[config.mk]
export PLATFORM = sky130hd
export DESIGN_NAME = quadratic_frobenius_core
export DESIGN_NICKNAME = d
export VERILOG_FILES = /design/src/hdl/qfc_pkg.sv /design/src/hdl/qfc_mul.sv /design/src/hdl/qfc_datapath.sv /design/src/hdl/qfc_ctrl.sv /design/src/hdl/quadratic_frobenius_core.sv
export SDC_FILE = /design/constraint.sdc
export NUM_CORES = 2
export LEC_CHECK = 0
export BUFFER_PORTS_ARGS = -buffer_cell sky130_fd_sc_hd__buf_4
export CAP_MARGIN = 10
export CORE_UTILIZATION = 40
export CTS_CLUSTER_DIAMETER = 100
export DETAILED_ROUTE_END_ITERATION = 8
export GPL_TIMING_DRIVEN = 0
export SYNTH_ARGS = -nofsm -noshare
export SYNTH_HDL_FRONTEND = slang
export SYNTH_SLANG_ARGS = --single-unit
[constraint.sdc]
create_clock -name clock -period 21.7 [get_ports clock]
set_input_delay 2.17 -clock clock [delete_from_list [all_inputs] [get_ports clock]]
set_output_delay 2.17 -clock clock [all_outputs]
set_load 0.01 [all_outputs]
[src/hdl/qfc_pkg.sv]
// shared codes and types for the quadratic frobenius core
// datapath op codes, register selects, command and status structs; no dependencies
package qfc_pkg;

   localparam int MOD_WIDTH = 32;

   // datapath operations
   localparam logic [4:0] OP_NOP    = 5'd0;
   localparam logic [4:0] OP_LOAD   = 5'd1;
   localparam logic [4:0] OP_WR     = 5'd2;
   localparam logic [4:0] OP_WRJ    = 5'd3;
   localparam logic [4:0] OP_MOV    = 5'd4;
   localparam logic [4:0] OP_HADD   = 5'd5;
   localparam logic [4:0] OP_HSUB   = 5'd6;
   localparam logic [4:0] OP_ADDM   = 5'd7;
   localparam logic [4:0] OP_ADDDBL = 5'd8;
   localparam logic [4:0] OP_AFIX   = 5'd9;
   localparam logic [4:0] OP_DBL    = 5'd10;
   localparam logic [4:0] OP_XINIT  = 5'd11;
   localparam logic [4:0] OP_EXPH   = 5'd12;
   localparam logic [4:0] OP_NORM   = 5'd13;
   localparam logic [4:0] OP_SQRN   = 5'd14;
   localparam logic [4:0] OP_DECE   = 5'd15;
   localparam logic [4:0] OP_STRIP  = 5'd16;
   localparam logic [4:0] OP_RDEC   = 5'd17;

   // register selects
   localparam logic [3:0] R_A   = 4'd0;
   localparam logic [3:0] R_BJ  = 4'd1;
   localparam logic [3:0] R_CJ  = 4'd2;
   localparam logic [3:0] R_B   = 4'd3;
   localparam logic [3:0] R_C   = 4'd4;
   localparam logic [3:0] R_D   = 4'd5;
   localparam logic [3:0] R_T1  = 4'd6;
   localparam logic [3:0] R_T2  = 4'd7;
   localparam logic [3:0] R_T3  = 4'd8;
   localparam logic [3:0] R_ONE = 4'd9;

   // failing step codes
   localparam logic [1:0] STEP_NONE   = 2'd0;
   localparam logic [1:0] STEP_DEGREE = 2'd1;
   localparam logic [1:0] STEP_NORM   = 2'd2;
   localparam logic [1:0] STEP_SQUARE = 2'd3;

   typedef struct packed {
      logic [4:0] op;
      logic [3:0] dst;
      logic [3:0] src;
      logic       mul_go;
      logic [3:0] mul_a;
      logic [3:0] mul_b;
   } cmd_type;

   typedef struct packed {
      logic mul_done;
      logic e_top;
      logic e_lsb;
      logic cnt_zero;
      logic r_cap;
      logic r_gt1;
      logic fx_zero;
      logic a_one;
      logic a_nm1;
      logic norm_ok;
      logic bad_mod;
   } stat_type;

endpackage

[src/hdl/qfc_mul.sv]
// bit-serial modular multiplier, one multiplier bit per cycle
// depends on qfc_pkg
module qfc_mul #(
   parameter int W = qfc_pkg::MOD_WIDTH
) (
   input  logic         clock,
   input  logic         reset,
   input  logic         go,
   input  logic [W-1:0] opa,
   input  logic [W-1:0] opb,
   input  logic [W-1:0] modulus,
   output logic [W-1:0] prod,
   output logic         done
);
   localparam int CW = $clog2(W + 1);

   logic [W-1:0]  acc_ff, acc_in, a_ff, b_ff;
   logic [CW-1:0] cnt_ff;
   logic          run_ff, done_ff;
   logic [W+1:0]  sum, twon, onen;

   // horner step: acc = 2*acc + bit*b, reduced below n (opb is below n)
   always_comb begin
      twon = {1'b0, modulus, 1'b0};
      onen = {2'b00, modulus};
      sum  = {1'b0, acc_ff, 1'b0} + (a_ff[W-1] ? {2'b00, b_ff} : '0);
      if (sum >= twon) begin
         sum = sum - twon;
      end else if (sum >= onen) begin
         sum = sum - onen;
      end
      acc_in = sum[W-1:0];
   end

   always_ff @(posedge clock) begin
      if (reset) begin
         run_ff  <= 1'b0;
         done_ff <= 1'b0;
      end else begin
         done_ff <= run_ff && (cnt_ff == CW'(1));
         if (go) begin
            run_ff <= 1'b1;
         end else if (run_ff && (cnt_ff == CW'(1))) begin
            run_ff <= 1'b0;
         end
      end
   end

   always_ff @(posedge clock) begin
      if (go) begin
         acc_ff <= '0;
         a_ff   <= opa;
         b_ff   <= opb;
         cnt_ff <= CW'(W);
      end else if (run_ff) begin
         acc_ff <= acc_in;
         a_ff   <= {a_ff[W-2:0], 1'b0};
         cnt_ff <= cnt_ff - CW'(1);
      end
   end

   assign prod = acc_ff;
   assign done = done_ff;

endmodule

[src/hdl/qfc_datapath.sv]
// datapath: operand registers, exponent shifter and modular add/halve logic
// depends on qfc_pkg and qfc_mul
module qfc_datapath #(
   parameter int W = qfc_pkg::MOD_WIDTH
) (
   input  logic              clock,
   input  logic              reset,
   input  qfc_pkg::cmd_type  cmd,
   input  logic [W-1:0]      in_modulus,
   input  logic [W-1:0]      in_param_b,
   input  logic [W-1:0]      in_param_c,
   input  logic [W-1:0]      in_discriminant,
   output qfc_pkg::stat_type stat
);
   localparam int EW  = 2 * W;
   localparam int ECW = $clog2(EW + 1);
   localparam int RW  = $clog2(EW);

   logic [W-1:0]   n_ff, b_ff, c_ff, d_ff, a_ff, bj_ff, cj_ff, t1_ff, t2_ff, t3_ff;
   logic [W-1:0]   n_in, b_in, c_in, d_in, a_in, bj_in, cj_in, t1_in, t2_in, t3_in;
   logic [EW-1:0]  e_ff, e_in, sq;
   logic [ECW-1:0] cnt_ff, cnt_in;
   logic [RW-1:0]  r_ff, r_in;
   logic           jodd_ff, jodd_in;
   logic [W-1:0]   prod, srcv, mula, mulb, wv, normref;
   logic [W:0]     half_n;
   logic           wr_en, mul_done;

   function automatic logic [W-1:0] addm(input logic [W-1:0] x, input logic [W-1:0] y,
                                         input logic [W-1:0] n);
      logic [W:0] s;
      s = {1'b0, x} + {1'b0, y};
      if (s >= {1'b0, n}) begin
         s = s - {1'b0, n};
      end
      return s[W-1:0];
   endfunction

   function automatic logic [W-1:0] subm(input logic [W-1:0] x, input logic [W-1:0] y,
                                         input logic [W-1:0] n);
      logic [W:0] s;
      if (x >= y) begin
         s = {1'b0, x} - {1'b0, y};
      end else begin
         s = {1'b0, x} + {1'b0, n} - {1'b0, y};
      end
      return s[W-1:0];
   endfunction

   // v below 2n: reduce, make even by adding n, halve
   function automatic logic [W-1:0] halfm(input logic [W:0] v, input logic [W-1:0] n);
      logic [W:0] u;
      u = (v >= {1'b0, n}) ? v - {1'b0, n} : v;
      if (u[0]) begin
         u = u + {1'b0, n};
      end
      return u[W:1];
   endfunction

   function automatic logic [W-1:0] sel(input logic [3:0] code, input logic [W-1:0] ra,
                                        input logic [W-1:0] rbj, input logic [W-1:0] rcj,
                                        input logic [W-1:0] rb, input logic [W-1:0] rc,
                                        input logic [W-1:0] rd, input logic [W-1:0] rt1,
                                        input logic [W-1:0] rt2, input logic [W-1:0] rt3);
      logic [W-1:0] v;
      case (code)
         qfc_pkg::R_A:   v = ra;
         qfc_pkg::R_BJ:  v = rbj;
         qfc_pkg::R_CJ:  v = rcj;
         qfc_pkg::R_B:   v = rb;
         qfc_pkg::R_C:   v = rc;
         qfc_pkg::R_D:   v = rd;
         qfc_pkg::R_T1:  v = rt1;
         qfc_pkg::R_T2:  v = rt2;
         qfc_pkg::R_T3:  v = rt3;
         qfc_pkg::R_ONE: v = W'(1);
         default:        v = '0;
      endcase
      return v;
   endfunction

   assign srcv = sel(cmd.src, a_ff, bj_ff, cj_ff, b_ff, c_ff, d_ff, t1_ff, t2_ff, t3_ff);
   assign mula = sel(cmd.mul_a, a_ff, bj_ff, cj_ff, b_ff, c_ff, d_ff, t1_ff, t2_ff, t3_ff);
   assign mulb = sel(cmd.mul_b, a_ff, bj_ff, cj_ff, b_ff, c_ff, d_ff, t1_ff, t2_ff, t3_ff);
   assign sq   = n_ff * n_ff;
   assign half_n = {1'b0, n_ff} + (W+1)'(1);

   qfc_mul #(.W(W)) u_mul (
      .clock   (clock),
      .reset   (reset),
      .go      (cmd.mul_go),
      .opa     (mula),
      .opb     (mulb),
      .modulus (n_ff),
      .prod    (prod),
      .done    (mul_done)
   );

   // result of the generic register-write operations
   always_comb begin
      wr_en = 1'b1;
      case (cmd.op)
         qfc_pkg::OP_WR:     wv = prod;
         qfc_pkg::OP_WRJ:    wv = prod;
         qfc_pkg::OP_MOV:    wv = srcv;
         qfc_pkg::OP_HADD:   wv = halfm({1'b0, prod} + {1'b0, srcv}, n_ff);
         qfc_pkg::OP_HSUB:   wv = halfm({1'b0, srcv} + {1'b0, n_ff} - {1'b0, prod}, n_ff);
         qfc_pkg::OP_ADDM:   wv = addm(prod, srcv, n_ff);
         qfc_pkg::OP_ADDDBL: wv = addm(prod, addm(srcv, srcv, n_ff), n_ff);
         qfc_pkg::OP_AFIX:   wv = jodd_ff ? addm(prod, t1_ff, n_ff) : subm(prod, t1_ff, n_ff);
         qfc_pkg::OP_DBL:    wv = addm(srcv, srcv, n_ff);
         default: begin
            wv    = '0;
            wr_en = 1'b0;
         end
      endcase
   end

   always_comb begin
      n_in    = n_ff;
      b_in    = (wr_en && cmd.dst == qfc_pkg::R_B)  ? wv : b_ff;
      c_in    = (wr_en && cmd.dst == qfc_pkg::R_C)  ? wv : c_ff;
      d_in    = (wr_en && cmd.dst == qfc_pkg::R_D)  ? wv : d_ff;
      a_in    = (wr_en && cmd.dst == qfc_pkg::R_A)  ? wv : a_ff;
      bj_in   = (wr_en && cmd.dst == qfc_pkg::R_BJ) ? wv : bj_ff;
      cj_in   = (wr_en && cmd.dst == qfc_pkg::R_CJ) ? wv : cj_ff;
      t1_in   = (wr_en && cmd.dst == qfc_pkg::R_T1) ? wv : t1_ff;
      t2_in   = (wr_en && cmd.dst == qfc_pkg::R_T2) ? wv : t2_ff;
      t3_in   = (wr_en && cmd.dst == qfc_pkg::R_T3) ? wv : t3_ff;
      e_in    = e_ff;
      cnt_in  = cnt_ff;
      r_in    = r_ff;
      jodd_in = jodd_ff;
      case (cmd.op)
         qfc_pkg::OP_LOAD: begin
            n_in = in_modulus;
            b_in = in_param_b;
            c_in = in_param_c;
            d_in = in_discriminant;
         end
         qfc_pkg::OP_XINIT: begin
            a_in    = b_ff;
            bj_in   = W'(1);
            cj_in   = c_ff;
            jodd_in = 1'b1;
            cnt_in  = ECW'(EW);
         end
         qfc_pkg::OP_EXPH:  e_in = {{W{1'b0}}, half_n[W:1]};
         qfc_pkg::OP_NORM: begin
            e_in   = {e_ff[EW-2:0], 1'b0};
            cnt_in = cnt_ff - ECW'(1);
         end
         qfc_pkg::OP_SQRN: begin
            e_in = sq;
            r_in = '0;
         end
         qfc_pkg::OP_DECE:  e_in = e_ff - EW'(1);
         qfc_pkg::OP_STRIP: begin
            e_in = {1'b0, e_ff[EW-1:1]};
            r_in = r_ff + RW'(1);
         end
         qfc_pkg::OP_RDEC:  r_in = r_ff - RW'(1);
         qfc_pkg::OP_AFIX:  jodd_in = 1'b0;
         qfc_pkg::OP_WRJ:   jodd_in = 1'b1;
         default: begin
         end
      endcase
   end

   always_ff @(posedge clock) begin
      if (reset) begin
         jodd_ff <= 1'b1;
      end else begin
         jodd_ff <= jodd_in;
      end
   end

   always_ff @(posedge clock) begin
      n_ff   <= n_in;
      b_ff   <= b_in;
      c_ff   <= c_in;
      d_ff   <= d_in;
      a_ff   <= a_in;
      bj_ff  <= bj_in;
      cj_ff  <= cj_in;
      t1_ff  <= t1_in;
      t2_ff  <= t2_in;
      t3_ff  <= t3_in;
      e_ff   <= e_in;
      cnt_ff <= cnt_in;
      r_ff   <= r_in;
   end

   assign normref = (c_ff == '0) ? '0 : n_ff - c_ff;

   always_comb begin
      stat.mul_done = mul_done;
      stat.e_top    = e_ff[EW-1];
      stat.e_lsb    = e_ff[0];
      stat.cnt_zero = (cnt_ff == '0);
      stat.r_cap    = (r_ff == RW'(EW - 1));
      stat.r_gt1    = (r_ff > RW'(1));
      stat.fx_zero  = (bj_ff == '0);
      stat.a_one    = (a_ff == W'(1));
      stat.a_nm1    = (a_ff == n_ff - W'(1));
      stat.norm_ok  = (prod == normref);
      stat.bad_mod  = !n_ff[0] || (n_ff == W'(1));
   end

endmodule

[src/hdl/qfc_ctrl.sv]
// controller: sequences the test steps and drives the result strobe
// depends on qfc_pkg
module qfc_ctrl (
   input  logic              clock,
   input  logic              reset,
   input  logic              start,
   input  qfc_pkg::stat_type stat,
   output qfc_pkg::cmd_type  cmd,
   output logic              busy,
   output logic              rsp_valid,
   output logic              rsp_verdict,
   output logic [1:0]        rsp_failed_step
);
   localparam logic [5:0] S_IDLE  = 6'd0;
   localparam logic [5:0] S_CHK   = 6'd1;
   localparam logic [5:0] S_RB    = 6'd2;
   localparam logic [5:0] S_RC    = 6'd3;
   localparam logic [5:0] S_RD    = 6'd4;
   localparam logic [5:0] S_XINIT = 6'd5;
   localparam logic [5:0] S_XNORM = 6'd6;
   localparam logic [5:0] S_XLOOP = 6'd7;
   localparam logic [5:0] S_D1    = 6'd8;
   localparam logic [5:0] S_D2    = 6'd9;
   localparam logic [5:0] S_D3    = 6'd10;
   localparam logic [5:0] S_A1    = 6'd11;
   localparam logic [5:0] S_A2    = 6'd12;
   localparam logic [5:0] S_A3    = 6'd13;
   localparam logic [5:0] S_A4    = 6'd14;
   localparam logic [5:0] S_A5    = 6'd15;
   localparam logic [5:0] S_XNEXT = 6'd16;
   localparam logic [5:0] S_XFIN  = 6'd17;
   localparam logic [5:0] S_S3    = 6'd18;
   localparam logic [5:0] S_S4    = 6'd19;
   localparam logic [5:0] S_SQ2   = 6'd20;
   localparam logic [5:0] S_STRIP = 6'd21;
   localparam logic [5:0] S_Q0    = 6'd22;
   localparam logic [5:0] S_Q1    = 6'd23;
   localparam logic [5:0] S_Q2    = 6'd24;
   localparam logic [5:0] S_Q3    = 6'd25;
   localparam logic [5:0] S_Q4    = 6'd26;
   localparam logic [5:0] S_Q5    = 6'd27;
   localparam logic [5:0] S_Q6    = 6'd28;
   localparam logic [5:0] S_QNX   = 6'd29;
   localparam logic [5:0] S_WAIT  = 6'd30;
   localparam logic [5:0] S_EXPH  = 6'd31;

   logic [5:0] state_ff, state_in, ret_ff, ret_in;
   logic       pass_ff, pass_in, rv_ff, rv_in, verd_ff, verd_in;
   logic [1:0] step_ff, step_in;

   always_comb begin
      cmd      = '0;
      cmd.op   = qfc_pkg::OP_NOP;
      state_in = state_ff;
      ret_in   = ret_ff;
      pass_in  = pass_ff;
      rv_in    = 1'b0;
      verd_in  = verd_ff;
      step_in  = step_ff;
      case (state_ff)
         S_IDLE: begin
            if (start) begin
               cmd.op   = qfc_pkg::OP_LOAD;
               pass_in  = 1'b0;
               state_in = S_CHK;
            end
         end
         S_CHK: begin
            if (stat.bad_mod) begin
               rv_in = 1'b1; verd_in = 1'b0; step_in = qfc_pkg::STEP_NONE;
               state_in = S_IDLE;
            end else begin
               cmd.mul_go = 1'b1; cmd.mul_a = qfc_pkg::R_B; cmd.mul_b = qfc_pkg::R_ONE;
               ret_in = S_RB; state_in = S_WAIT;
            end
         end
         S_RB: begin
            cmd.op = qfc_pkg::OP_WR; cmd.dst = qfc_pkg::R_B;
            cmd.mul_go = 1'b1; cmd.mul_a = qfc_pkg::R_C; cmd.mul_b = qfc_pkg::R_ONE;
            ret_in = S_RC; state_in = S_WAIT;
         end
         S_RC: begin
            cmd.op = qfc_pkg::OP_WR; cmd.dst = qfc_pkg::R_C;
            cmd.mul_go = 1'b1; cmd.mul_a = qfc_pkg::R_D; cmd.mul_b = qfc_pkg::R_ONE;
            ret_in = S_RD; state_in = S_WAIT;
         end
         S_RD: begin
            cmd.op = qfc_pkg::OP_WR; cmd.dst = qfc_pkg::R_D;
            state_in = S_EXPH;
         end
         S_EXPH: begin
            cmd.op = qfc_pkg::OP_EXPH;
            state_in = S_XINIT;
         end
         S_XINIT: begin
            cmd.op = qfc_pkg::OP_XINIT;
            state_in = S_XNORM;
         end
         S_XNORM: begin
            // shift out leading zeros, then the leading one itself
            cmd.op = qfc_pkg::OP_NORM;
            if (stat.e_top) begin
               state_in = S_XLOOP;
            end
         end
         S_XLOOP: begin
            cmd.mul_go = 1'b1;
            state_in   = S_WAIT;
            if (stat.cnt_zero) begin
               cmd.mul_a = qfc_pkg::R_B; cmd.mul_b = qfc_pkg::R_BJ;
               ret_in = S_XFIN;
            end else begin
               cmd.op = qfc_pkg::OP_DBL; cmd.dst = qfc_pkg::R_T1; cmd.src = qfc_pkg::R_CJ;
               cmd.mul_a = qfc_pkg::R_A; cmd.mul_b = qfc_pkg::R_BJ;
               ret_in = S_D1;
            end
         end
         S_D1: begin
            cmd.op = qfc_pkg::OP_WR; cmd.dst = qfc_pkg::R_BJ;
            cmd.mul_go = 1'b1; cmd.mul_a = qfc_pkg::R_A; cmd.mul_b = qfc_pkg::R_A;
            ret_in = S_D2; state_in = S_WAIT;
         end
         S_D2: begin
            cmd.op = qfc_pkg::OP_AFIX; cmd.dst = qfc_pkg::R_A;
            cmd.mul_go = 1'b1; cmd.mul_a = qfc_pkg::R_CJ; cmd.mul_b = qfc_pkg::R_CJ;
            ret_in = S_D3; state_in = S_WAIT;
         end
         S_D3: begin
            cmd.op = qfc_pkg::OP_WR; cmd.dst = qfc_pkg::R_CJ;
            if (stat.e_top) begin
               cmd.mul_go = 1'b1; cmd.mul_a = qfc_pkg::R_D; cmd.mul_b = qfc_pkg::R_BJ;
               ret_in = S_A1; state_in = S_WAIT;
            end else begin
               state_in = S_XNEXT;
            end
         end
         S_A1: begin
            cmd.op = qfc_pkg::OP_WR; cmd.dst = qfc_pkg::R_T2;
            cmd.mul_go = 1'b1; cmd.mul_a = qfc_pkg::R_B; cmd.mul_b = qfc_pkg::R_A;
            ret_in = S_A2; state_in = S_WAIT;
         end
         S_A2: begin
            cmd.op = qfc_pkg::OP_HADD; cmd.dst = qfc_pkg::R_T3; cmd.src = qfc_pkg::R_T2;
            cmd.mul_go = 1'b1; cmd.mul_a = qfc_pkg::R_B; cmd.mul_b = qfc_pkg::R_BJ;
            ret_in = S_A3; state_in = S_WAIT;
         end
         S_A3: begin
            cmd.op = qfc_pkg::OP_HADD; cmd.dst = qfc_pkg::R_BJ; cmd.src = qfc_pkg::R_A;
            cmd.mul_go = 1'b1; cmd.mul_a = qfc_pkg::R_CJ; cmd.mul_b = qfc_pkg::R_C;
            ret_in = S_A4; state_in = S_WAIT;
         end
         S_A4: begin
            cmd.op = qfc_pkg::OP_WRJ; cmd.dst = qfc_pkg::R_CJ;
            state_in = S_A5;
         end
         S_A5: begin
            cmd.op = qfc_pkg::OP_MOV; cmd.dst = qfc_pkg::R_A; cmd.src = qfc_pkg::R_T3;
            state_in = S_XNEXT;
         end
         S_XNEXT: begin
            cmd.op = qfc_pkg::OP_NORM;
            state_in = S_XLOOP;
         end
         S_XFIN: begin
            cmd.op = qfc_pkg::OP_HSUB; cmd.dst = qfc_pkg::R_A; cmd.src = qfc_pkg::R_A;
            state_in = pass_ff ? S_Q0 : S_S3;
         end
         S_S3: begin
            if (!stat.fx_zero) begin
               rv_in = 1'b1; verd_in = 1'b0; step_in = qfc_pkg::STEP_DEGREE;
               state_in = S_IDLE;
            end else begin
               cmd.mul_go = 1'b1; cmd.mul_a = qfc_pkg::R_A; cmd.mul_b = qfc_pkg::R_A;
               ret_in = S_S4; state_in = S_WAIT;
            end
         end
         S_S4: begin
            if (!stat.norm_ok) begin
               rv_in = 1'b1; verd_in = 1'b0; step_in = qfc_pkg::STEP_NORM;
               state_in = S_IDLE;
            end else begin
               cmd.op   = qfc_pkg::OP_SQRN;
               pass_in  = 1'b1;
               state_in = S_SQ2;
            end
         end
         S_SQ2: begin
            cmd.op = qfc_pkg::OP_DECE;
            state_in = S_STRIP;
         end
         S_STRIP: begin
            if (stat.e_lsb || stat.r_cap) begin
               state_in = S_XINIT;
            end else begin
               cmd.op = qfc_pkg::OP_STRIP;
            end
         end
         S_Q0: begin
            if (stat.fx_zero && stat.a_one) begin
               rv_in = 1'b1; verd_in = 1'b1; step_in = qfc_pkg::STEP_NONE;
               state_in = S_IDLE;
            end else begin
               state_in = S_Q1;
            end
         end
         S_Q1: begin
            if (!stat.r_gt1) begin
               rv_in = 1'b1; verd_in = 1'b0; step_in = qfc_pkg::STEP_SQUARE;
               state_in = S_IDLE;
            end else if (stat.fx_zero && stat.a_nm1) begin
               rv_in = 1'b1; verd_in = 1'b1; step_in = qfc_pkg::STEP_NONE;
               state_in = S_IDLE;
            end else begin
               cmd.mul_go = 1'b1; cmd.mul_a = qfc_pkg::R_A; cmd.mul_b = qfc_pkg::R_A;
               ret_in = S_Q2; state_in = S_WAIT;
            end
         end
         S_Q2: begin
            cmd.op = qfc_pkg::OP_WR;
            if (stat.fx_zero) begin
               cmd.dst  = qfc_pkg::R_A;
               state_in = S_QNX;
            end else begin
               cmd.dst = qfc_pkg::R_T1;
               cmd.mul_go = 1'b1; cmd.mul_a = qfc_pkg::R_BJ; cmd.mul_b = qfc_pkg::R_BJ;
               ret_in = S_Q3; state_in = S_WAIT;
            end
         end
         S_Q3: begin
            cmd.op = qfc_pkg::OP_WR; cmd.dst = qfc_pkg::R_T2;
            cmd.mul_go = 1'b1; cmd.mul_a = qfc_pkg::R_BJ; cmd.mul_b = qfc_pkg::R_A;
            ret_in = S_Q4; state_in = S_WAIT;
         end
         S_Q4: begin
            cmd.op = qfc_pkg::OP_WR; cmd.dst = qfc_pkg::R_T3;
            cmd.mul_go = 1'b1; cmd.mul_a = qfc_pkg::R_T2; cmd.mul_b = qfc_pkg::R_B;
            ret_in = S_Q5; state_in = S_WAIT;
         end
         S_Q5: begin
            cmd.op = qfc_pkg::OP_ADDDBL; cmd.dst = qfc_pkg::R_BJ; cmd.src = qfc_pkg::R_T3;
            cmd.mul_go = 1'b1; cmd.mul_a = qfc_pkg::R_T2; cmd.mul_b = qfc_pkg::R_C;
            ret_in = S_Q6; state_in = S_WAIT;
         end
         S_Q6: begin
            cmd.op = qfc_pkg::OP_ADDM; cmd.dst = qfc_pkg::R_A; cmd.src = qfc_pkg::R_T1;
            state_in = S_QNX;
         end
         S_QNX: begin
            cmd.op = qfc_pkg::OP_RDEC;
            state_in = S_Q1;
         end
         S_WAIT: begin
            if (stat.mul_done) begin
               state_in = ret_ff;
            end
         end
         default: begin
            state_in = S_IDLE;
         end
      endcase
   end

   always_ff @(posedge clock) begin
      if (reset) begin
         state_ff <= S_IDLE;
         ret_ff   <= S_IDLE;
         pass_ff  <= 1'b0;
         rv_ff    <= 1'b0;
      end else begin
         state_ff <= state_in;
         ret_ff   <= ret_in;
         pass_ff  <= pass_in;
         rv_ff    <= rv_in;
      end
   end

   always_ff @(posedge clock) begin
      verd_ff <= verd_in;
      step_ff <= step_in;
   end

   assign busy            = (state_ff != S_IDLE);
   assign rsp_valid       = rv_ff;
   assign rsp_verdict     = verd_ff;
   assign rsp_failed_step = step_ff;

   a_rsp_idle: assert property (@(posedge clock) disable iff (reset)
      rsp_valid |-> state_ff == S_IDLE)
      else $error("result strobe while sequencer still running");

   a_rsp_pulse: assert property (@(posedge clock) disable iff (reset)
      rsp_valid |=> !rsp_valid)
      else $error("result strobe longer than one cycle");

   a_pass_step: assert property (@(posedge clock) disable iff (reset)
      (rsp_valid && rsp_verdict) |-> rsp_failed_step == qfc_pkg::STEP_NONE)
      else $error("probable prime reported with a failing step");

   a_start: assert property (@(posedge clock) disable iff (reset)
      (start && !busy) |=> state_ff == S_CHK)
      else $error("accepted request did not start the check");

endmodule

[src/hdl/quadratic_frobenius_core.sv]
// top level of the quadratic frobenius core: steps three to five of the test
// depends on qfc_pkg, qfc_ctrl, qfc_datapath (which holds qfc_mul)
//
// channel   | ports                                              | handshake
// request   | req_modulus, req_param_b, req_param_c,             | start & !busy
//           | req_discriminant                                   |
// result    | rsp_verdict, rsp_failed_step                       | rsp_valid, one cycle
//
// one request at a time; busy stays high from the accept until the result strobe
// every modular multiply is bit serial, working on one multiplier bit at a time
// an exponent bit costs 3 multiplies, 7 when the bit is one; step 5 squarings cost 5 each, or 1 while bj is zero
// step 3 runs a W-bit chain; the 2W-bit value n*n - 1 splits into the s chain and squarings
// a bad modulus (even, or 1) fails from the check state, before any multiply
// reset is synchronous, active high, and returns the sequencer to idle
// the receiver cannot stall: the result is shown for exactly one cycle
module quadratic_frobenius_core #(
   parameter int MOD_WIDTH = qfc_pkg::MOD_WIDTH
) (
   input  logic        clock,
   input  logic        reset,
   input  logic        start,
   output logic        busy,
   input  logic [31:0] req_modulus,
   input  logic [31:0] req_param_b,
   input  logic [31:0] req_param_c,
   input  logic [31:0] req_discriminant,
   output logic        rsp_valid,
   output logic        rsp_verdict,
   output logic [1:0]  rsp_failed_step
);
   qfc_pkg::cmd_type  cmd;
   qfc_pkg::stat_type stat;

   // only the low MOD_WIDTH bits of each operand take part
   qfc_datapath #(.W(MOD_WIDTH)) u_dp (
      .clock           (clock),
      .reset           (reset),
      .cmd             (cmd),
      .in_modulus      (req_modulus[MOD_WIDTH-1:0]),
      .in_param_b      (req_param_b[MOD_WIDTH-1:0]),
      .in_param_c      (req_param_c[MOD_WIDTH-1:0]),
      .in_discriminant (req_discriminant[MOD_WIDTH-1:0]),
      .stat            (stat)
   );

   // sequencer: reduction, two exponent chains, then the square chain
   qfc_ctrl u_ctrl (
      .clock           (clock),
      .reset           (reset),
      .start           (start),
      .stat            (stat),
      .cmd             (cmd),
      .busy            (busy),
      .rsp_valid       (rsp_valid),
      .rsp_verdict     (rsp_verdict),
      .rsp_failed_step (rsp_failed_step)
   );

endmodule
# == Word level (Yosys, flattened, before mapping) ==
# Index checks and enable logic that the tools add are counted.
# op_classes
reduce_logical,54
muxes,99
addsub,27
n_mul,1
n_eq_ne,105
magnitude_cmp,9
# ops
cell,n
32-bit case mux with 10 select lines,3
32-bit two-way mux,22
64-bit case mux with 5 select lines,1
32-bit case mux with 8 select lines,1
32-bit subtractor,8
32-bit by 32-bit adder with 33-bit output,5
33-bit by 32-bit >= comparator with 1-bit output,5
9-bit case mux with 16 select lines,1
33-bit two-way mux,4
6-bit case mux with 22 select lines,1
33-bit by 32-bit subtractor with 33-bit output,3
"6-bit by 5-bit == test with 1-bit output, second input constant",16
6-bit case mux with 16 select lines,1
5-bit case mux with 17 select lines,1
6-bit two-way mux,12
33-bit by 32-bit adder with 33-bit output,2
"32-bit by 1-bit == test with 1-bit output, second input constant",2
32-bit == test,2
"4-bit by 3-bit == test with 1-bit output, second input constant",16
32-bit zero test,2
32-bit by 32-bit multiplier with 64-bit output,1
"64-bit by 1-bit subtractor with 64-bit output, second input constant",1
9-bit two-way mux,6
"6-bit by 4-bit == test with 1-bit output, second input constant",8
other kinds (58),171
# totals
reg_bits,519
wordCells,321

# == Longest topological paths before layout ==
# depth
depth_word,15
depth_mapped,49
mapped_depth_nobuf,43

# == Hierarchy ==
# Synthesis repeated with hierarchy kept, for this count alone.
# unflattened
cells_unflattened,11261
hier_area_um2,93881.3
# by_module_without_submodules
module,seq_area_each_um2,instances,cells_each,area_each_um2
qfc_datapath,11621.1,1,9837,82081.2
qfc_mul,2722.6,1,1157,9970.8
qfc_ctrl,330.3,1,267,1829.3

# == Worst setup path before layout ==
# No wires, ideal clock.
# synth_timing
kind,register -> register
startpoint,reg u_dp.cnt_ff[0]
endpoint,reg u_dp.a_ff[27] (data pin)
synth_period_minus_slack_ns,11.329
slack_ns,10.371
arrival_ns,11.075
required_time_ns,21.446
path_stages_with_launch,47
n_path_buf,8
cell_sequence,edfxtp_1 inv_1 ha_1 or3b_4 o211a_4 nor3_2 clkbuf_1 buf_1 a221oi_1 inv_1 ha_1 clkbuf_1 and4_1 a211o_1 o22ai_1 a31oi_1 a2111oi_2 nand2_2 [11 not listed] nor2b_1 o21ai_0 xor2_1 ha_1 a21o_1 a21o_1 a2111oi_0 o31ai_1 a2111o_1 o21ai_0 nand2_1 buf_2 buf_2 nand2_1 o22ai_1 a2111oi_0 nand4b_1 a21o_1
# synth_via
elab_chain_cells,15
elab_cells_between_ends,51
classes_between,add/sub: 11; order compare: 4; eq/ne: 19; mux: 14; reduce/logical: 3
# synth_lines
item,line_no,source
from (decl),qfc_datapath.sv:22,"logic [ECW-1:0] cnt_ff, cnt_in;"
from (signal assigned),qfc_datapath.sv:190,cnt_ff <= cnt_in;
7-bit zero test (*),qfc_datapath.sv:200,stat.cnt_zero = (cnt_ff == '0);
12-bit two-way mux (*),qfc_ctrl.sv:109,if (stat.cnt_zero) begin
4-bit case mux with 4 select lines,qfc_ctrl.sv:60,case (state_ff)
"4-bit == test, or another cell as far along",qfc_datapath.sv:66,case (code)
32-bit case mux with 10 select lines,qfc_datapath.sv:66,
32-bit by 32-bit adder with 33-bit output,qfc_datapath.sv:32,"s = {1'b0, x} + {1'b0, y};"
32-bit subtractor / 33-bit by 32-bit >= comparator with 1-bit output (equally long branches),"qfc_datapath.sv:34, qfc_datapath.sv:33",
32-bit two-way mux,qfc_datapath.sv:33,"if (s >= {1'b0, n}) begin"
32-bit two-way mux,qfc_datapath.sv:102,case (cmd.op)
32-bit by 32-bit adder with 33-bit output,qfc_datapath.sv:32,
32-bit subtractor / 33-bit by 32-bit >= comparator with 1-bit output (equally long branches),"qfc_datapath.sv:34, qfc_datapath.sv:33",
32-bit two-way mux,qfc_datapath.sv:33,
32-bit case mux with 8 select lines (*),qfc_datapath.sv:102,
net u_dp.wv[27],qfc_datapath.sv:25,"logic [W-1:0] prod, srcv, mula, mulb, wv, normref;"
32-bit two-way mux (*),qfc_datapath.sv:124,a_in = (wr_en && cmd.dst == qfc_pkg::R_A) ? wv : a_ff;
32-bit two-way mux (*),qfc_datapath.sv:134,case (cmd.op)
net u_dp.a_in[27],qfc_datapath.sv:20,"logic [W-1:0] n_in, b_in, c_in, d_in, a_in, bj_in, cj_in, t1_in, t2_in, t3_in;"
to (signal assigned),qfc_datapath.sv:183,a_ff <= a_in;
to (decl),qfc_datapath.sv:19,"logic [W-1:0] n_ff, b_ff, c_ff, d_ff, a_ff, bj_ff, cj_ff, t1_ff, t2_ff, t3_ff;"
# The timed path passes the listed nets; every way through them passes the cells marked *. The select of a mux whose other input is x is not followed.
# A chain may end at the register's enable or synchronous reset.

# == Final worst setup path ==
# layout_timing
startpoint,reg u_ctrl.state_ff[3]
endpoint,reg u_dp.cj_ff[16] (data pin)
# layout_via
elab_chain_cells,15
elab_cells_between_ends,80
classes_between,add/sub: 11; order compare: 4; eq/ne: 45; mux: 13; reduce/logical: 7
# layout_lines
item,line_no,source
from (decl),qfc_ctrl.sv:47,"logic [5:0] state_ff, state_in, ret_ff, ret_in;"
from (signal assigned),qfc_ctrl.sv:270,state_ff <= state_in;
6-bit by 4-bit == test with 1-bit output / 6-bit by 5-bit == test with 1-bit output (equally long branches),qfc_ctrl.sv:60,
2-bit OR reduction (no source line),-,
4-bit case mux with 4 select lines,qfc_ctrl.sv:60,
"4-bit == test, or another cell as far along",qfc_datapath.sv:66,
32-bit case mux with 10 select lines,qfc_datapath.sv:66,
32-bit by 32-bit adder with 33-bit output,qfc_datapath.sv:32,
32-bit subtractor / 33-bit by 32-bit >= comparator with 1-bit output (equally long branches),"qfc_datapath.sv:34, qfc_datapath.sv:33",
32-bit two-way mux,qfc_datapath.sv:33,
32-bit two-way mux,qfc_datapath.sv:102,
32-bit by 32-bit adder with 33-bit output,qfc_datapath.sv:32,
32-bit subtractor / 33-bit by 32-bit >= comparator with 1-bit output (equally long branches),"qfc_datapath.sv:34, qfc_datapath.sv:33",
32-bit two-way mux,qfc_datapath.sv:33,
32-bit case mux with 8 select lines (*),qfc_datapath.sv:102,
net u_dp.wv[16],qfc_datapath.sv:25,
32-bit two-way mux (*),qfc_datapath.sv:126,cj_in = (wr_en && cmd.dst == qfc_pkg::R_CJ) ? wv : cj_ff;
32-bit two-way mux (*),qfc_datapath.sv:134,
net u_dp.cj_in[16],qfc_datapath.sv:20,
to (signal assigned),qfc_datapath.sv:185,cj_ff <= cj_in;
to (decl),qfc_datapath.sv:19,
# Marks and branches as above.

==> metrics.txt <==
Final #Nets=13300; TritonCTS Buffers=66; vias in the first global route=91120; core area=228200 um^2; TritonRoute pass-1 iters=9; vias per cell=6.534; Synth Warn #=0; DP Wirelength=447.1 mm; Routed Wire Length=540.9 mm; Syn Std Cell Area=92190 um^2; DIE AREA=232400 um^2; Sink Count=517; die span in x=482.1 um; Final Cell Area=101600 um^2; wl on met1=203.1 mm; share of cells above drive strength 1=0.05972; r2r setup slk=2.77 ns; # Max-Cap Violations=0; via count=95040; grt ovf=0; Worst R2R Path Depth=49; row count=175; Clk Latency, worst-skew pair=0.78 ns; CP max-delay cell=a2111oi_2; average wire per standard cell=37.19 um; Final Hold Fails=0; Setup Crit Path Kind=reg2reg; gpl congestion=1.076; final period utilization=0.8721; status=finished, violations left; highest routed layer=met5; Worst Path Arrival=19.43 ns; reg2reg start=u_ctrl.state_ff[3]; Synth top area share=0.1915; # Post-CTS Setup Buffers=0; hold-critical path depth=2; EDFF count, synth=432; largest net degree at the start of global routing=36; Slew HR=0.02456; Slew Viols, Final=0; measured slew at the worst slew-check pin=1.463 ns; Post-Synthesis Cells=11110; post-cts hold buffer count=0; CTS resizes=0; CP max FO=10; CP peak stage delay=1.06 ns; Iteration-0 DRC Markers=13580; CP required=22.21 ns; clock-pin slew on the worst setup and hold paths=0.06 ns; PortBufs=135; Top FF cell, synth=edfxtp_1; Fin Clk Skew=0.07724 ns; Worst Setup Start Kind=flip-flop; post-synthesis async set-or-reset flop share=0; met3 WL post-DR=61.27 mm; syn_area_per_cell=8.297 um^2; most numerous cell in the Yosys netlist=inv_1; clk buf depth=3; FF+latch count, synth=517; die height=482.1 um; Crit path top cell by count=clkbuf_1; Hold Path End=u_ctrl.pass_ff; ANT nets after route=0; gr usage total=0.4551; first-pass GRT wire length=730.8 mm; clock root cell=clkbuf_16; CTS tree=yes; RSZ-0062 raised after global routing=no; Initial Util=0.4041; minimum clock period=18.93 ns; Critical R2R Capture=u_dp.cj_ff[16]; commonest cells in the synthesized netlist=inv_1 (1463), nand2_1 (1061), nor2_1 (887); Hold WC Path Type=reg2reg; Post-route DRC=26; Netlist cell types=116; wire length on met2=224.0 mm; Hold Crit Start=u_ctrl.pass_ff; DP Area=99150 um^2; Setup violations, final=0; CTS H-tree lvls=3; Synth area leaders=fa_1 (19%), edfxtp_1 (14%), ha_1 (12%); syn_nets=12980; fmax=52.84 MHz; CP Capture Type=flip-flop; area leader, netlist=fa_1; area grow syn2layout=10.17%; IO Count=136; register area share after synthesis=0.1592; failing checks=DRC; initial antenna violation count=69
cells in the final DEF, fill, tap and decap left out, types with 117 or more instances in the layout:
master / Yosys / layout
a21oi_1: 701 / 698
nand3_1: 300 / 300
xnor2_1: 418 / 418
o21ai_0: 506 / 504
a222oi_1: 128 / 128
xor2_1: 197 / 197
nor3_1: 214 / 208
o21a_1: 117 / 117
nand2_1: 1061 / 1059
a21o_1: 343 / 343
ha_1: 852 / 852
fa_1: 882 / 882
clkbuf_1: 371 / 366
buf_4: 2 / 161
a211oi_1: 131 / 130
edfxtp_1: 432 / 432
nor2_1: 887 / 887
inv_1: 1463 / 1462
flip-flops by register name, indices dropped and copies added (netlist names), 32 cells and up:
register / flops
u_dp.a_ff: 32
u_dp.u_mul.a_ff: 32
u_dp.bj_ff: 32
u_dp.t3_ff: 32
u_dp.u_mul.b_ff: 32
u_dp.cj_ff: 32
u_dp.b_ff: 32
u_dp.n_ff: 32
u_dp.d_ff: 32
u_dp.e_ff: 64
u_dp.u_mul.prod: 32
u_dp.t2_ff: 32
u_dp.c_ff: 32
u_dp.t1_ff: 32
worst max path at each step:
stage                             startpoint              to  slack [ns]  depth (start not counted)
after CTS                     u_dp.cnt_ff[0]  u_dp.cj_ff[16]        3.90                         48
after detailed placement      u_dp.cnt_ff[0]  u_dp.cj_ff[16]        3.88                         48
after global routing      u_ctrl.state_ff[3]  u_dp.cj_ff[16]        3.06                         49
after floorplan               u_dp.cnt_ff[0]   u_dp.a_ff[27]       10.37                         46
final                     u_ctrl.state_ff[3]  u_dp.cj_ff[16]        2.77                         49
after global placement    u_ctrl.state_ff[4]   u_dp.d_ff[27]       -1.02                         44
critical path, delay by kind of cell, from the launching register on:
family | cells | cell delay [ns]
AOI/OAI and AO/OA | 19 | 6.80
xor gates and xnor gates | 1 | 0.32
adders and majority gates | 4 | 1.37
buffers and inverters | 13 | 5.90
DFF | 1 | 0.31
and+or+nand+nor | 12 | 3.90
layout make-up:
type,count,area [um^2]
fill,22880,126600
multi-input combinational,8639,70460
sequential,517,14700
inverter,1473,5529
tap,3009,3765
timing repair buffer,254,2821
buffer,482,1938
clock buffer,90,1837
clock inverter,31,396.6
antenna,49,122.6
metrics by stage:
| stage | setup TNS (ns) | cells | utilization | hold slack, ns | setup slack [ns] |
|---|---|---|---|---|---|
| after floorplan | 0 | 11110 | - | 0.4507 | 10.37 |
| after global placement | -7.781 | 14260 | 0.4250 | 0.4743 | -1.015 |
| after detailed placement | 0 | 14370 | 0.4346 | 0.4764 | 3.883 |
| after CTS | 0 | 14490 | 0.4443 | 0.4881 | 3.900 |
| after global routing | 0 | 14500 | 0.4447 | 0.5298 | 3.062 |
| final | 0 | 14540 | 0.4451 | 0.4837 | 2.774 |
kinds of logic (layout without fill, tap and decap cells):
logic type,Yosys count,in the layout,share of synthesized area
AND/OR/NAND/NOR,3279,3279,0.1665
AO/OA/AOI/OAI,2878,2878,0.2132
buffers and inverters,1955,2330,0.08026
adder cells (fa/ha/maj),1735,1735,0.3073
XOR/XNOR,616,616,0.05867
flip-flops,517,517,0.1592
multiplexers,131,131,0.01492
other,0,49,0
metal layers:
| layer | global-route usage | up-vias |
|---|---|---|
| met5 | 0 | - |
| met4 | 0.3665 | 22 |
| met3 | 0.1376 | 1674 |
| met2 | 0.6652 | 6467 |
| met1 | 0.5535 | 47150 |
| li1 | - | 39720 |
Power is left out: the tool's default activity adds up to more than one toggle a clock period on the data nets, which glitch-free logic cannot reach.
